File: src/hw/rtl/assert_macros.svh
// Assertion macros shared by the histogram RTL.
// Included by files that carry concurrent checks; no other dependencies.
`ifndef ASSERT_MACROS_SVH
`define ASSERT_MACROS_SVH

// Clocked property with active-low reset disable
`define ABIH_ASSERT(lbl, clk, rst_n, prop, msg) \
    lbl: assert property (@(posedge clk) disable iff (!rst_n) prop) else $error(msg);

// Condition that must never hold
`define ABIH_NEVER(lbl, clk, rst_n, expr, msg) \
    `ABIH_ASSERT(lbl, clk, rst_n, !(expr), msg)

`endif

File: src/hw/rtl/abih_pkg.sv
// Shared types and constants of the angle-binned histogram.
// Used by every module of the block except abih_ram; depends on nothing.
package abih_pkg;

    localparam int NUM_BINS_DEF = 1024;

    localparam int SUM_W  = 48;
    localparam int CNT_W  = 24;
    localparam int WORD_W = SUM_W + CNT_W;
    localparam int ANG_W  = 24;
    localparam int INT_W  = 32;
    localparam int CORR_W = 16;
    localparam int INTC_W = 36;
    localparam int RBIN_W = 10;
    localparam int BINS_W = 11;
    localparam int CFG_W  = 24;
    localparam int CFG_A_W = 3;

    // shared serial multiplier and divider sizes
    localparam int MUL_A_W = 56;
    localparam int MUL_B_W = 24;
    localparam int MUL_P_W = MUL_A_W + MUL_B_W;
    localparam int DIV_N_W = 64;
    localparam int DIV_D_W = 32;
    localparam int DIV_S_W = $clog2(DIV_N_W + 1);

    localparam logic signed [SUM_W-1:0] SUM_MAX = {1'b0, {(SUM_W-1){1'b1}}};
    localparam logic signed [SUM_W-1:0] SUM_MIN = {1'b1, {(SUM_W-1){1'b0}}};
    localparam logic [CNT_W-1:0] CNT_MAX = {CNT_W{1'b1}};

    typedef enum logic [1:0] {
        OP_ACCUM = 2'd0,
        OP_READ  = 2'd1,
        OP_CLEAR = 2'd2,
        OP_NONE  = 2'd3
    } opcode_t;

    localparam logic [CFG_A_W-1:0] CFG_MIN_TTH   = 3'd0;
    localparam logic [CFG_A_W-1:0] CFG_BIN_WIDTH = 3'd1;
    localparam logic [CFG_A_W-1:0] CFG_BINS      = 3'd2;
    localparam logic [CFG_A_W-1:0] CFG_AVG_MODE  = 3'd3;
    localparam logic [CFG_A_W-1:0] CFG_AVG_SCALE = 3'd4;
    localparam logic [CFG_A_W-1:0] CFG_NORM      = 3'd5;
    localparam logic [CFG_A_W-1:0] CFG_USE_CORR  = 3'd6;

    typedef enum logic [3:0] {
        ST_CLEAR,
        ST_IDLE,
        ST_ACC_MUL,
        ST_ACC_DIV,
        ST_ACC_RD,
        ST_ACC_WR,
        ST_RD_RD,
        ST_RD_DATA,
        ST_RD_AVGMUL,
        ST_RD_AVGDIV,
        ST_RD_NORM,
        ST_RD_PUT
    } state_t;

    typedef struct packed {
        logic busy;
        logic done;
    } unit_st_t;

endpackage

File: src/hw/rtl/abih_smul.sv
// Shift-add serial multiplier, one multiplier bit per cycle.
// Depends on abih_pkg for the status struct.
module abih_smul #(
    parameter int A_W = abih_pkg::MUL_A_W,
    parameter int B_W = abih_pkg::MUL_B_W
) (
    input  logic                  aclk,
    input  logic                  aresetn,
    input  logic                  start,
    input  logic [A_W-1:0]        a,
    input  logic [B_W-1:0]        b,
    output abih_pkg::unit_st_t    st,
    output logic [A_W+B_W-1:0]    prod
);
    import abih_pkg::*;

    localparam int P_W = A_W + B_W;
    localparam int C_W = $clog2(B_W + 1);

    logic [P_W-1:0] a_sh_reg, a_sh_next;
    logic [P_W-1:0] acc_reg, acc_next;
    logic [B_W-1:0] b_reg, b_next;
    logic [C_W-1:0] cnt_reg, cnt_next;
    logic           busy_reg, busy_next;
    logic           done_reg, done_next;

    always_comb begin
        a_sh_next = a_sh_reg;
        acc_next  = acc_reg;
        b_next    = b_reg;
        cnt_next  = cnt_reg;
        busy_next = busy_reg;
        done_next = 1'b0;
        if (start) begin
            a_sh_next = P_W'(a);
            acc_next  = '0;
            b_next    = b;
            cnt_next  = C_W'(B_W);
            busy_next = 1'b1;
        end else if (busy_reg) begin
            if (b_reg[0]) begin
                acc_next = acc_reg + a_sh_reg;
            end
            a_sh_next = {a_sh_reg[P_W-2:0], 1'b0};
            b_next    = b_reg >> 1;
            cnt_next  = cnt_reg - C_W'(1);
            if (cnt_reg == C_W'(1)) begin
                busy_next = 1'b0;
                done_next = 1'b1;
            end
        end
    end

    always_ff @(posedge aclk) begin
        a_sh_reg <= a_sh_next;
        acc_reg  <= acc_next;
        b_reg    <= b_next;
        cnt_reg  <= cnt_next;
    end

    always_ff @(posedge aclk) begin
        if (!aresetn) begin
            busy_reg <= 1'b0;
            done_reg <= 1'b0;
        end else begin
            busy_reg <= busy_next;
            done_reg <= done_next;
        end
    end

    assign st.busy = busy_reg;
    assign st.done = done_reg;
    assign prod    = acc_reg;
endmodule

File: config.mk
export PLATFORM = sky130hd
export DESIGN_NAME = abih_smul
export DESIGN_NICKNAME = d
export VERILOG_FILES = /design/src/hw/rtl/assert_macros.svh /design/src/hw/rtl/abih_pkg.sv /design/src/hw/rtl/abih_smul.sv
export SDC_FILE = /design/constraint.sdc
export NUM_CORES = 1
export LEC_CHECK = 0
export ABC_CLOCK_PERIOD_IN_PS = 4550
export BUFFER_PORTS_ARGS = -buffer_cell sky130_fd_sc_hd__buf_2
export CAP_MARGIN = 15
export CORE_MARGIN = 2
export CORE_UTILIZATION = 40
export DETAILED_ROUTE_END_ITERATION = 7
export GPL_TIMING_DRIVEN = 0
export HOLD_SLACK_MARGIN = 0.02
export PLACE_DENSITY = 0.55
export SYNTH_ARGS = -nofsm -noshare
export SYNTH_HDL_FRONTEND = slang
export SYNTH_SLANG_ARGS = --single-unit
File: constraint.sdc
create_clock -name aclk -period 4.55 [get_ports aclk]
set_clock_uncertainty 0.1 [all_clocks]
set_input_delay 1.365 -clock aclk [delete_from_list [all_inputs] [get_ports aclk]]
set_output_delay 1.365 -clock aclk [all_outputs]
set_load 0.1 [all_outputs]
==> metrics.txt <==
unrepaired setup endpoints after global routing=no; H-tree levels=4; Post-synth top cells=nand2_1 (196), a21oi_1 (153), dfxtp_1 (111); CP endpoint kind=register; slew margin rel.=37.7%; minimum clock period=4.07 ns; Crit Path Category=reg -> reg; FMAX=245 MHz; Synth area leaders=edfxtp_1 (20%), dfxtp_1 (18%), ha_1 (8.3%); Synth top area share=19.6%; cell count after placement=1927; Netlist cell types=88; Worst IR Drop VDD=0.289 mV; Post-CTS Hold Fix Bufs=0; post-CTS sizing=0; CTS max path bufs=2; reg2reg setup slack=0.48 ns; Final Wtd Congestion=0.886; Via-to-Cell Ratio=5.49; layout cells sized above 1=20.2%; die height=179 µm; Die ar.=32100 µm²; Final Hold Slack=0.372 ns; Setup Buffers After CTS=0; leakage=6.00 nW; # DRC=0; register area share after synthesis=37.7%; Cells after Synth=1366; CP startpoint kind=register; GRT Total Usage=22.3%; PortBufs=164; final setup violation count=0; FILL cells=3033; Top cell by count, worst path=a21oi_1; first-pass GRT wire length=55400 µm; final wirelength=35000 µm; Site Rows=64; Comb pwr share=27.5%; Req. time, crit path=4.78 ns; antenna cells=0; clock latency on the worst-skew pair=0.46 ns; power share of the clock group=30.9%; pwr dens=342 nW/µm²; syn avg cell area=8.98 µm²; max_cap viols=0; number of flops mapped to enable cells by yosys=80; synth warn=0; largest net degree at the start of global routing=52; peak fanout along the critical path=5; final-report hold violation count=0; Area growth syn-to-layout=15.7%; clock-pin slew on the worst setup and hold paths=0.08 ns; critical path cell sequence=ha_1 > fa_1 > a211oi_1 > o21bai_1 > o2111a_1 > a21oi_1 > a21o_1 > a21oi_1 > nor4_4 > nor3_1 > o311ai_0 > o211ai_1; Top FF cell, synth=dfxtp_1; initial core utilization=40.4%; max-slew violation count=0; CP peak stage delay=0.52 ns; cell-internal power=3.11 mW; Worst Hold Depth=2; CTS tree=yes; initial antenna violation count=0; pre-CTS WS=0.557 ns; worst slew pin tran=0.935 ns; Post-Syn Area=12300 µm²; CP max stage cell=nor4_4; Seq pwr share=41.6%; root buf cell=clkbuf_16; Synth Net Count=1531; I/O pin count=165; Iter 0 DRT Violations=854; 1st-pass router iterations=5; Sink Count=191; CTS buffer count=17; switching pwr=1.73 mW; Net Sw Frac=35.7%; Core Area=30300 µm²; DP HPWL=26900 µm; routed via count=10800; FF+latch count, synth=191; vias in the first global route=10300; cell count of the worst reg-to-reg path=12; fin crit share=89.5%; fin cells=1959; Power Total=4.84 mW; nets=1715; width of the die=179 µm; Yosys top cell by area=edfxtp_1; final setup margin=0.476 ns; status=completed; GRT overflow=0; DRT antenna net count=0; routed length per placed instance=17.9 µm; ys async rst share=0%; most common cell in the netlist=nand2_1; CP arrival=4.30 ns; Hold/Removal Path Class=reg -> reg
## per-layer routing
| layer | GRT usage, % | wire [µm] | share of wire [%] | vias to the layer above |
|---|---|---|---|---|
| li1 | - | - | - | 5396 |
| met1 | 29.4 | 16200 | 46 | 5081 |
| met2 | 37.3 | 16600 | 47 | 259 |
| met3 | 4.20 | 1800 | 5.1 | 25 |
| met4 | 5.79 | 497 | 1.4 | 0 |
| met5 | 0 | 0 | 0 | - |
## power groups by stage
stage               logic (mW)  registers, mW  clock network (mW)
finish                    1.33           2.01                1.50
global route              1.46           2.03                1.61
CTS                       1.34           2.02                1.54
detailed placement        1.33           2.05                   0
global placement          1.32           2.06                   0
floorplan                0.755           2.31                   0
## critical path: cells and delay by family, from the launching register on
kind                       cells  cell delay, ns
AOI/OAI and AO/OA              8            2.10
and+or+nand+nor                2            0.67
adders and majority gates      2            0.66
DFF                            1            0.41
## worst paths after layout
check | to | start
worst min register to register | prod[45] | prod[45]
worst min-delay path | prod[45] | prod[45]
worst max-delay path | prod[76] | a_sh_reg[0]
worst max register to register | prod[76] | a_sh_reg[0]
## logic make-up (layout without fill, tap and decap cells)
kind of cell	after synthesis	count (layout)	share of synthesized area, %
compound gates	392	392	20.4
xor+xnor	54	54	3.86
fa+ha+maj	82	82	8.43
buf+inv	94	291	3.55
flops	191	191	37.7
mux	104	104	9.30
simple gates	449	449	16.7
## layout make-up
class	count	area [µm²]	area share, %
well taps	396	495	3.49
multi-input cells	1081	7200	50.8
repair buffers	165	848	5.98
plain buffers	65	327	2.30
clock inverters	12	115	0.812
flip-flops and latches	191	4620	32.6
inverters	29	109	0.768
clock buffers	20	458	3.23
## cells in the final DEF (no fill, tap or decap), drive strengths merged, types with 64 or more instances in the layout
master,netlist,layout
buf,18,183
mux2,79,79
dfxtp,111,111
nand2,198,198
nor2,99,99
o21ai,64,64
edfxtp,80,80
clkbuf,46,66
ha,81,81
a21oi,155,155
## metrics by stage
stage,util [%],cell area [µm²],setup TNS (ns)
after floorplan,-,12300,0
after global placement,44.7,13600,-17.42
after detailed placement,44.8,13600,0
after CTS,46.7,14200,0
after global routing,46.7,14200,0
final,46.7,14200,0
Power figures use the tool's default switching activity.
