$ cat config.mk
export PLATFORM = sky130hd
export DESIGN_NAME = abih_div
export DESIGN_NICKNAME = d
export VERILOG_FILES = /design/src/hw/rtl/abih_pkg.sv /design/src/hw/rtl/abih_div.sv
export VERILOG_INCLUDE_DIRS = /design/src /design/src/hw/rtl
export SDC_FILE = /design/constraint.sdc
export NUM_CORES = 1
export LEC_CHECK = 0
export ABC_AREA = 0
export BUFFER_PORTS_ARGS = -buffer_cell sky130_fd_sc_hd__buf_2
export CAP_MARGIN = 5
export CORE_ASPECT_RATIO = 0.8
export CORE_UTILIZATION = 30
export DETAILED_ROUTE_END_ITERATION = 6
export HOLD_SLACK_MARGIN = 0.06
export PLACE_DENSITY = 0.54
export SYNTH_ARGS = -nofsm -noshare
export SYNTH_HDL_FRONTEND = slang
export SYNTH_SLANG_ARGS = --single-unit
$ cat constraint.sdc
create_clock -name aclk -period 6.2 [get_ports aclk]
set_input_delay 0.31 -clock aclk [delete_from_list [all_inputs] [get_ports aclk]]
set_output_delay 0.31 -clock aclk [all_outputs]
set_load 0.03 [all_outputs]
$ cat src/hw/rtl/assert_macros.svh
// Assertion macros shared by the histogram RTL.
// Included by files that carry concurrent checks; no other dependencies.
`ifndef ASSERT_MACROS_SVH
`define ASSERT_MACROS_SVH

// Clocked property with active-low reset disable
`define ABIH_ASSERT(lbl, clk, rst_n, prop, msg) \
    lbl: assert property (@(posedge clk) disable iff (!rst_n) prop) else $error(msg);

// Condition that must never hold
`define ABIH_NEVER(lbl, clk, rst_n, expr, msg) \
    `ABIH_ASSERT(lbl, clk, rst_n, !(expr), msg)

`endif

$ cat src/hw/rtl/abih_pkg.sv
// Shared types and constants of the angle-binned histogram.
// Used by every module of the block except abih_ram; depends on nothing.
package abih_pkg;

    localparam int NUM_BINS_DEF = 1024;

    localparam int SUM_W  = 48;
    localparam int CNT_W  = 24;
    localparam int WORD_W = SUM_W + CNT_W;
    localparam int ANG_W  = 24;
    localparam int INT_W  = 32;
    localparam int CORR_W = 16;
    localparam int INTC_W = 36;
    localparam int RBIN_W = 10;
    localparam int BINS_W = 11;
    localparam int CFG_W  = 24;
    localparam int CFG_A_W = 3;

    // shared serial multiplier and divider sizes
    localparam int MUL_A_W = 56;
    localparam int MUL_B_W = 24;
    localparam int MUL_P_W = MUL_A_W + MUL_B_W;
    localparam int DIV_N_W = 64;
    localparam int DIV_D_W = 32;
    localparam int DIV_S_W = $clog2(DIV_N_W + 1);

    localparam logic signed [SUM_W-1:0] SUM_MAX = {1'b0, {(SUM_W-1){1'b1}}};
    localparam logic signed [SUM_W-1:0] SUM_MIN = {1'b1, {(SUM_W-1){1'b0}}};
    localparam logic [CNT_W-1:0] CNT_MAX = {CNT_W{1'b1}};

    typedef enum logic [1:0] {
        OP_ACCUM = 2'd0,
        OP_READ  = 2'd1,
        OP_CLEAR = 2'd2,
        OP_NONE  = 2'd3
    } opcode_t;

    localparam logic [CFG_A_W-1:0] CFG_MIN_TTH   = 3'd0;
    localparam logic [CFG_A_W-1:0] CFG_BIN_WIDTH = 3'd1;
    localparam logic [CFG_A_W-1:0] CFG_BINS      = 3'd2;
    localparam logic [CFG_A_W-1:0] CFG_AVG_MODE  = 3'd3;
    localparam logic [CFG_A_W-1:0] CFG_AVG_SCALE = 3'd4;
    localparam logic [CFG_A_W-1:0] CFG_NORM      = 3'd5;
    localparam logic [CFG_A_W-1:0] CFG_USE_CORR  = 3'd6;

    typedef enum logic [3:0] {
        ST_CLEAR,
        ST_IDLE,
        ST_ACC_MUL,
        ST_ACC_DIV,
        ST_ACC_RD,
        ST_ACC_WR,
        ST_RD_RD,
        ST_RD_DATA,
        ST_RD_AVGMUL,
        ST_RD_AVGDIV,
        ST_RD_NORM,
        ST_RD_PUT
    } state_t;

    typedef struct packed {
        logic busy;
        logic done;
    } unit_st_t;

endpackage

$ cat src/hw/rtl/abih_div.sv
// Restoring divider, one quotient bit per cycle, step count set per request.
// Depends on abih_pkg and assert_macros.svh.
`include "assert_macros.svh"
module abih_div #(
    parameter int N_W = abih_pkg::DIV_N_W,
    parameter int D_W = abih_pkg::DIV_D_W
) (
    input  logic                       aclk,
    input  logic                       aresetn,
    input  logic                       start,
    input  logic [N_W-1:0]             num,
    input  logic [D_W-1:0]             den,
    input  logic [$clog2(N_W+1)-1:0]   steps,
    output abih_pkg::unit_st_t         st,
    output logic [N_W-1:0]             quot
);
    import abih_pkg::*;

    localparam int S_W = $clog2(N_W + 1);

    logic [N_W-1:0] num_reg, num_next;
    logic [N_W-1:0] quot_reg, quot_next;
    logic [D_W:0]   rem_reg, rem_next;
    logic [D_W-1:0] den_reg, den_next;
    logic [S_W-1:0] cnt_reg, cnt_next;
    logic           busy_reg, busy_next;
    logic           done_reg, done_next;
    logic [D_W:0]   rem_sh;
    logic           ge;

    assign rem_sh = {rem_reg[D_W-1:0], num_reg[N_W-1]};
    assign ge     = rem_sh >= {1'b0, den_reg};

    always_comb begin
        num_next  = num_reg;
        quot_next = quot_reg;
        rem_next  = rem_reg;
        den_next  = den_reg;
        cnt_next  = cnt_reg;
        busy_next = busy_reg;
        done_next = 1'b0;
        if (start) begin
            num_next  = num;
            quot_next = '0;
            rem_next  = '0;
            den_next  = den;
            cnt_next  = steps;
            busy_next = 1'b1;
        end else if (busy_reg) begin
            num_next  = {num_reg[N_W-2:0], 1'b0};
            quot_next = {quot_reg[N_W-2:0], ge};
            rem_next  = ge ? rem_sh - {1'b0, den_reg} : rem_sh;
            cnt_next  = cnt_reg - S_W'(1);
            if (cnt_reg == S_W'(1)) begin
                busy_next = 1'b0;
                done_next = 1'b1;
            end
        end
    end

    always_ff @(posedge aclk) begin
        num_reg  <= num_next;
        quot_reg <= quot_next;
        rem_reg  <= rem_next;
        den_reg  <= den_next;
        cnt_reg  <= cnt_next;
    end

    always_ff @(posedge aclk) begin
        if (!aresetn) begin
            busy_reg <= 1'b0;
            done_reg <= 1'b0;
        end else begin
            busy_reg <= busy_next;
            done_reg <= done_next;
        end
    end

    assign st.busy = busy_reg;
    assign st.done = done_reg;
    assign quot    = quot_reg;

    `ABIH_ASSERT(a_div_start_idle, aclk, aresetn, start |-> !busy_reg, "divider restarted while busy")
    `ABIH_ASSERT(a_div_done_end, aclk, aresetn, done_reg |-> $past(busy_reg), "divider done without run")
endmodule

==> impl_metrics.py, run 1 <==
metrics = {
    "cts": {
        "cts_buffers": 24,
        "clkTransAtPathRegs_ps": 70,
        "cts_resized": 0,
        "cts_tree": "yes",
        "cts.sinks": 201,
        "clockBufferDepth": 3,
        "clk_latency_ps": 540,
        "cts_hold_buf": 103,
        "postCtsSetupBuffers": 0,
        "cts_root_buffer": "clkbuf_16",
        "htreeDepth": 1,
    },
    "synth": {
        "synth_top_cell_by_area": "edfxtp_1",
        "yosysWarnings": 0,
        "synth_area_um2": 9900,
        "synth_top_area_frac": 0.312,
        "synth_area_per_cell_um2": 10.9,
        "synth-edff-count": 103,
        "syn_nets": 1046,
        "synthCells": 905,
        "synth_common_cells": "111 x nor2_1, 103 x edfxtp_1, 98 x dfxtp_1",
        "synth-async-reset-ratio": 0,
        "synthTopCellsByArea": "edfxtp_1 31%, dfxtp_1 20%, mux2_2 7.2%, mux2i_1 6.5%, ha_1 4.3%",
        "ys_seq_area_frac": 0.511,
        "yosys.cell_count.top_type": "nor2_1",
        "synth_cell_types": 63,
        "synth_seq_cells": 201,
        "synth_ff_type": "edfxtp_1",
    },
    "finish": {
        "drive_gt1_frac": 0.254,
        "final_util": 0.398,
        "area_growth_pct": 30.7,
        "fin_area_um2": 12900,
        "final_cell_count_no_fill": 1603,
        "nets": 1297,
    },
    "sta": {
        "whs_ps": 99.0,
        "timing.slew.headroom": 0.259,
        "fin_ws_ps": 2770,
        "finalSetupTns_ps": 0,
        "post-route-period-util": 0.553,
        "final-max-slew-violation-count": 0,
        "hold_viol_final": 0,
        "fin_skew_ps": 25.3,
        "worstMarginPinSlew_ps": 1110,
        "rsz0062_at_grt": "false",
        "max_freq_ghz": 0.292,
        "post-route-min-period_ps": 3430,
        "setup_viol": 0,
    },
    "detailed_routing": {
        "viasPerCell": 4.79,
        "wl_mm": 25.7,
        "wl_per_cell_um": 16.0,
        "final_antenna_net_count": 0,
        "drt-pass1-iter-count": 5,
        "drt_iter0_drc": 369,
        "num_vias": 7686,
        "drc_errors": 0,
    },
    "flow_run": {
        "maxCapViolCount": 0,
    },
    "floorplanning": {
        "rows": 59,
        "io_pins": 172,
        "die_w_um": 205,
        "dieHeight_um": 164,
        "die-area_um2": 33700,
        "start_util": 0.305,
        "coreArea_um2": 32500,
    },
    "critical_path": {
        "startpoint_type": "flop",
        "crit_required_ps": 6640,
        "crit_arrival_ps": 3870,
        "critPathCaptureType": "flop",
        "path_max_fanout": 29,
        "cp_slowest_cell": "a311o_2",
        "crit_type": "flop to flop",
        "cpPeakStageDelay_ps": 700,
        "cp_cell_sequence": "inv_1 -> ha_1 -> nor2b_1 -> o21bai_4 -> a2111oi_4 -> nor3_4 -> o31ai_4 -> a311o_2 -> nand3_1 -> o221ai_1",
    },
    "grt": {
        "grt_pass1_vias": 7450,
        "grt_overflow_total": 0,
        "grt_pass1_wl_mm": 40.2,
        "antenna_found_initial": 2,
        "grt.total_usage": 0.147,
        "grt_max_degree": 85,
    },
    "placement": {
        "numPortBuffers": 171,
        "dp_cells": 1454,
        "place_area_um2": 11100,
        "dp_slack_ps": 2810,
        "place_congestion": 0.881,
        "hpwlAfterDp_mm": 16.6,
    },
    "outcome": {
        "outcome": "completed",
    },
    "pwr": {
        "p_leak_nw": 5.39,
        "vdd_drop_max_uv": 217,
        "power_mw": 3.45,
        "p_per_area_nw_per_um2": 267,
    },
    "min_path": {
        "hold_path_class": "input pin to flop",
    },
}
==> cell type report <==
type | instances | area, um^2
timing repair buffer | 281 | 1950
inverter | 46 | 173
clock buffer | 39 | 748
antenna | 2 | 5.00
clock inverter | 5 | 55.1
sequential | 201 | 5060
multi-input combinational | 602 | 4420
fill | 3198 | 19500
tap | 427 | 534
==> final timing paths <==
path	depth (start not counted)	slack [ps]	startpoint	endpoint
hold reg to reg	2	500	rem_reg[3]	rem_reg[3]
setup / recovery	10	2770	den_reg[1]	rem_reg[27]
hold / removal	2	100	num[56]	num_reg[56]
setup reg to reg	10	2770	den_reg[1]	rem_reg[27]
==> critical path: cells and delay by family, from the launching register on <==
kind | cells | cell delay [ps]
buf+inv | 1 | 60
simple gates | 3 | 700
flops | 1 | 380
compound gates | 5 | 1890
fa+ha+maj | 1 | 290
==> report_power, final <==
part | internal [mW] | switching, mW
registers | 1.49 | 0.0408
logic | 0.236 | 0.269
clock network | 0.832 | 0.580
==> layout by cell type, fill, tap and decap left out, types with 17 or more instances in the layout <==
| cell | n |
|---|---|
| buf_2 | 170 |
| nor2_1 | 111 |
| edfxtp_1 | 103 |
| dlygate4sd3_1 | 103 |
| dfxtp_1 | 97 |
| mux2i_1 | 64 |
| mux2_2 | 63 |
| inv_1 | 44 |
| nand2_1 | 42 |
| nand3_1 | 34 |
| ha_1 | 34 |
| a21oi_1 | 27 |
| clkbuf_16 | 25 |
| o21ai_0 | 24 |
| a311oi_1 | 18 |
| o21ai_1 | 17 |
==> cell families (layout without fill, tap and decap cells) <==
group,Yosys count,count (layout),share of synthesized area
XOR/XNOR,27,27,0.0239
AND/OR/NAND/NOR,243,243,0.112
AO/OA/AOI/OAI,170,170,0.128
flip-flops,201,201,0.511
buffers and inverters,102,371,0.0446
adder cells (fa/ha/maj),35,35,0.0450
other,0,2,0
multiplexers,127,127,0.136
==> layer usage <==
| layer | wire length [um] | track usage |
|---|---|---|
| met1 | 12500 | 0.207 |
| met2 | 11200 | 0.223 |
| met3 | 1610 | 0.0420 |
| met4 | 421 | 0.0323 |
| met5 | 0 | 0 |
Note: power is estimated with default switching activity, not from simulation.
==> inputs of run 2 (changes only) <==
--- a/config.mk
+++ b/config.mk
@@ -13,7 +13,7 @@
 export CORE_UTILIZATION = 30
 export DETAILED_ROUTE_END_ITERATION = 6
 export HOLD_SLACK_MARGIN = 0.06
-export PLACE_DENSITY = 0.54
+export PLACE_DENSITY = 0.56
 export SYNTH_ARGS = -nofsm -noshare
 export SYNTH_HDL_FRONTEND = slang
 export SYNTH_SLANG_ARGS = --single-unit
==> constraint.sdc (replaced) <==
create_clock -name aclk -period 2.85 [get_ports aclk]
set_input_delay 0.1425 -clock aclk [delete_from_list [all_inputs] [get_ports aclk]]
set_output_delay 0.1425 -clock aclk [all_outputs]
set_load 0.03 [all_outputs]
==> impl_metrics.py, run 2 (synthesis gave the netlist of run 1 again) <==
metrics = {
    "detailed_routing": {
        "wl_per_cell_um": 15.9,
        "wl_mm": 26.6,
        "drc_errors": 0,
        "final_antenna_net_count": 0,
        "num_vias": 7988,
        "drt_iter0_drc": 382,
        "viasPerCell": 4.78,
        "drt-pass1-iter-count": 5,
    },
    "critical_path": {
        "critPathCaptureType": "flop",
        "crit_required_ps": 3280,
        "path_max_fanout": 9,
        "crit_type": "flop to flop",
        "startpoint_type": "flop",
        "crit_arrival_ps": 3190,
    },
    "sta": {
        "max_freq_ghz": 0.363,
        "final-max-slew-violation-count": 0,
        "setup_viol": 0,
        "worstMarginPinSlew_ps": 729,
        "fin_skew_ps": 11.1,
        "post-route-period-util": 0.967,
        "whs_ps": 336,
        "hold_viol_final": 0,
        "post-route-min-period_ps": 2750,
        "rsz0062_at_grt": "true",
        "timing.slew.headroom": 0.514,
    },
    "cts": {
        "cts_buffers": 23,
        "clkTransAtPathRegs_ps": 60,
        "clockBufferDepth": 3,
        "htreeDepth": 1,
        "cts_tree": "yes",
        "cts_root_buffer": "clkbuf_16",
        "clk_latency_ps": 520,
        "cts.sinks": 201,
    },
    "grt": {
        "gr-usage-met3": 0.0349,
        "met2_usage": 0.236,
        "grt_overflow_total": 0,
        "antenna_found_initial": 0,
        "grt_pass1_vias": 7840,
        "grt.busiest_layer": "met2",
        "met1_usage": 0.217,
        "grt.total_usage": 0.153,
        "grt_max_degree": 118,
        "grt_pass1_wl_mm": 41.8,
    },
    "floorplanning": {
        "io_pins": 172,
        "start_util": 0.305,
        "rows": 59,
        "die-area_um2": 33700,
        "dieHeight_um": 164,
        "die_w_um": 205,
        "coreArea_um2": 32500,
    },
    "finish": {
        "nets": 1368,
        "n_antenna_cell": 0,
        "drive_gt1_frac": 0.317,
        "layout_common_cells": "171 x buf_2, 110 x nor2_1, 105 x dlygate4sd3_1, 103 x edfxtp_1, 97 x dfxtp_1",
        "final_common_cell": "buf_2",
        "area_growth_pct": 39.2,
        "n_fill_cell": 3104,
    },
    "placement": {
        "hpwlAfterDp_mm": 17.2,
        "place_congestion": 0.843,
        "numPortBuffers": 171,
    },
    "pwr": {
        "vdd_drop_max_uv": 485,
        "p_per_area_nw_per_um2": 562,
        "power_mw": 7.75,
        "p_leak_nw": 5.76,
    },
    "min_path": {
        "hold_path_class": "input pin to flop",
    },
    "outcome": {
        "outcome": "completed",
    },
    "flow_run": {
        "maxCapViolCount": 0,
    },
}
run 2: cell count changes in the layout (fill, tap and decap cells not counted), sizes merged:
cell / delta
inv: -1
buf: +68
clkbuf: -4
bufinv: +2
dlygate4sd3: +2
clkinv: +2
diode: -2
clkinvlp: +1
run 2: path summary, 6_finish.rpt:
check	depth (start not counted)	slack [ps]	from	endpoint
worst max register to register	12	100	den_reg[3]	rem_reg[14]
worst min-delay path	2	340	den[4]	den_reg[4]
worst min register to register	2	490	quot[63]	quot[63]
worst max-delay path	12	100	den_reg[3]	rem_reg[14]
run 2: cell type report:
type	count	area [um^2]	share of cell area
flip-flops and latches	201	5060	0.367
multi-input cells	602	4630	0.336
repair buffers	353	2580	0.187
clock buffers	33	696	0.0505
well taps	427	534	0.0388
inverters	46	173	0.0125
clock inverters	9	104	0.00754
run 2: stage by stage:
| step | instance area (um^2) | setup WS (ps) | cells | utilization | TNS, ps |
|---|---|---|---|---|---|
| after floorplan | 9900 | 19.8 | 905 | - | 0 |
| after global placement | 11600 | 21.1 | 1512 | 0.356 | 0 |
| after detailed placement | 11600 | -24.5 | 1512 | 0.356 | -40.1 |
| after CTS | 13400 | -3.64 | 1659 | 0.413 | -3.64 |
| after global routing | 13800 | -117 | 1671 | 0.424 | -490 |
| final | 13800 | 95.4 | 1671 | 0.424 | 0 |
run 2: per-layer routing:
layer / vias to the layer above / part of all wire / wire length [um]
met4: 0 / 0.016 / 423
met3: 31 / 0.066 / 1740
met2: 203 / 0.44 / 11700
li1: 3966 / - / -
met1: 3788 / 0.48 / 12700
met5: - / 0 / 0
run 2: what timing repair did:
action	CTS	global route
gates cloned	0	3
resized for setup	2	30
hold buffers	105	0
hold endpoints to repair	133	0
pin swaps	1	12
buffers inserted	0	10
setup endpoints to repair	10	33
run 2: critical path, cell delays in order, from the launching register on:
cell	delay (ps)
edfxtp_1	340
inv_2	50
ha_4	280
a21o_1	140
a21oi_2	100
a2111oi_4	460
nor3_4	90
o31ai_4	280
a311o_2	280
buf_12	130
clkbuf_16	150
nand3_1	90
a311oi_1	280
run 2: power by group:
group	switching, mW	internal, mW
logic	0.647	0.650
registers	0.0812	3.25
clock network	1.23	1.88
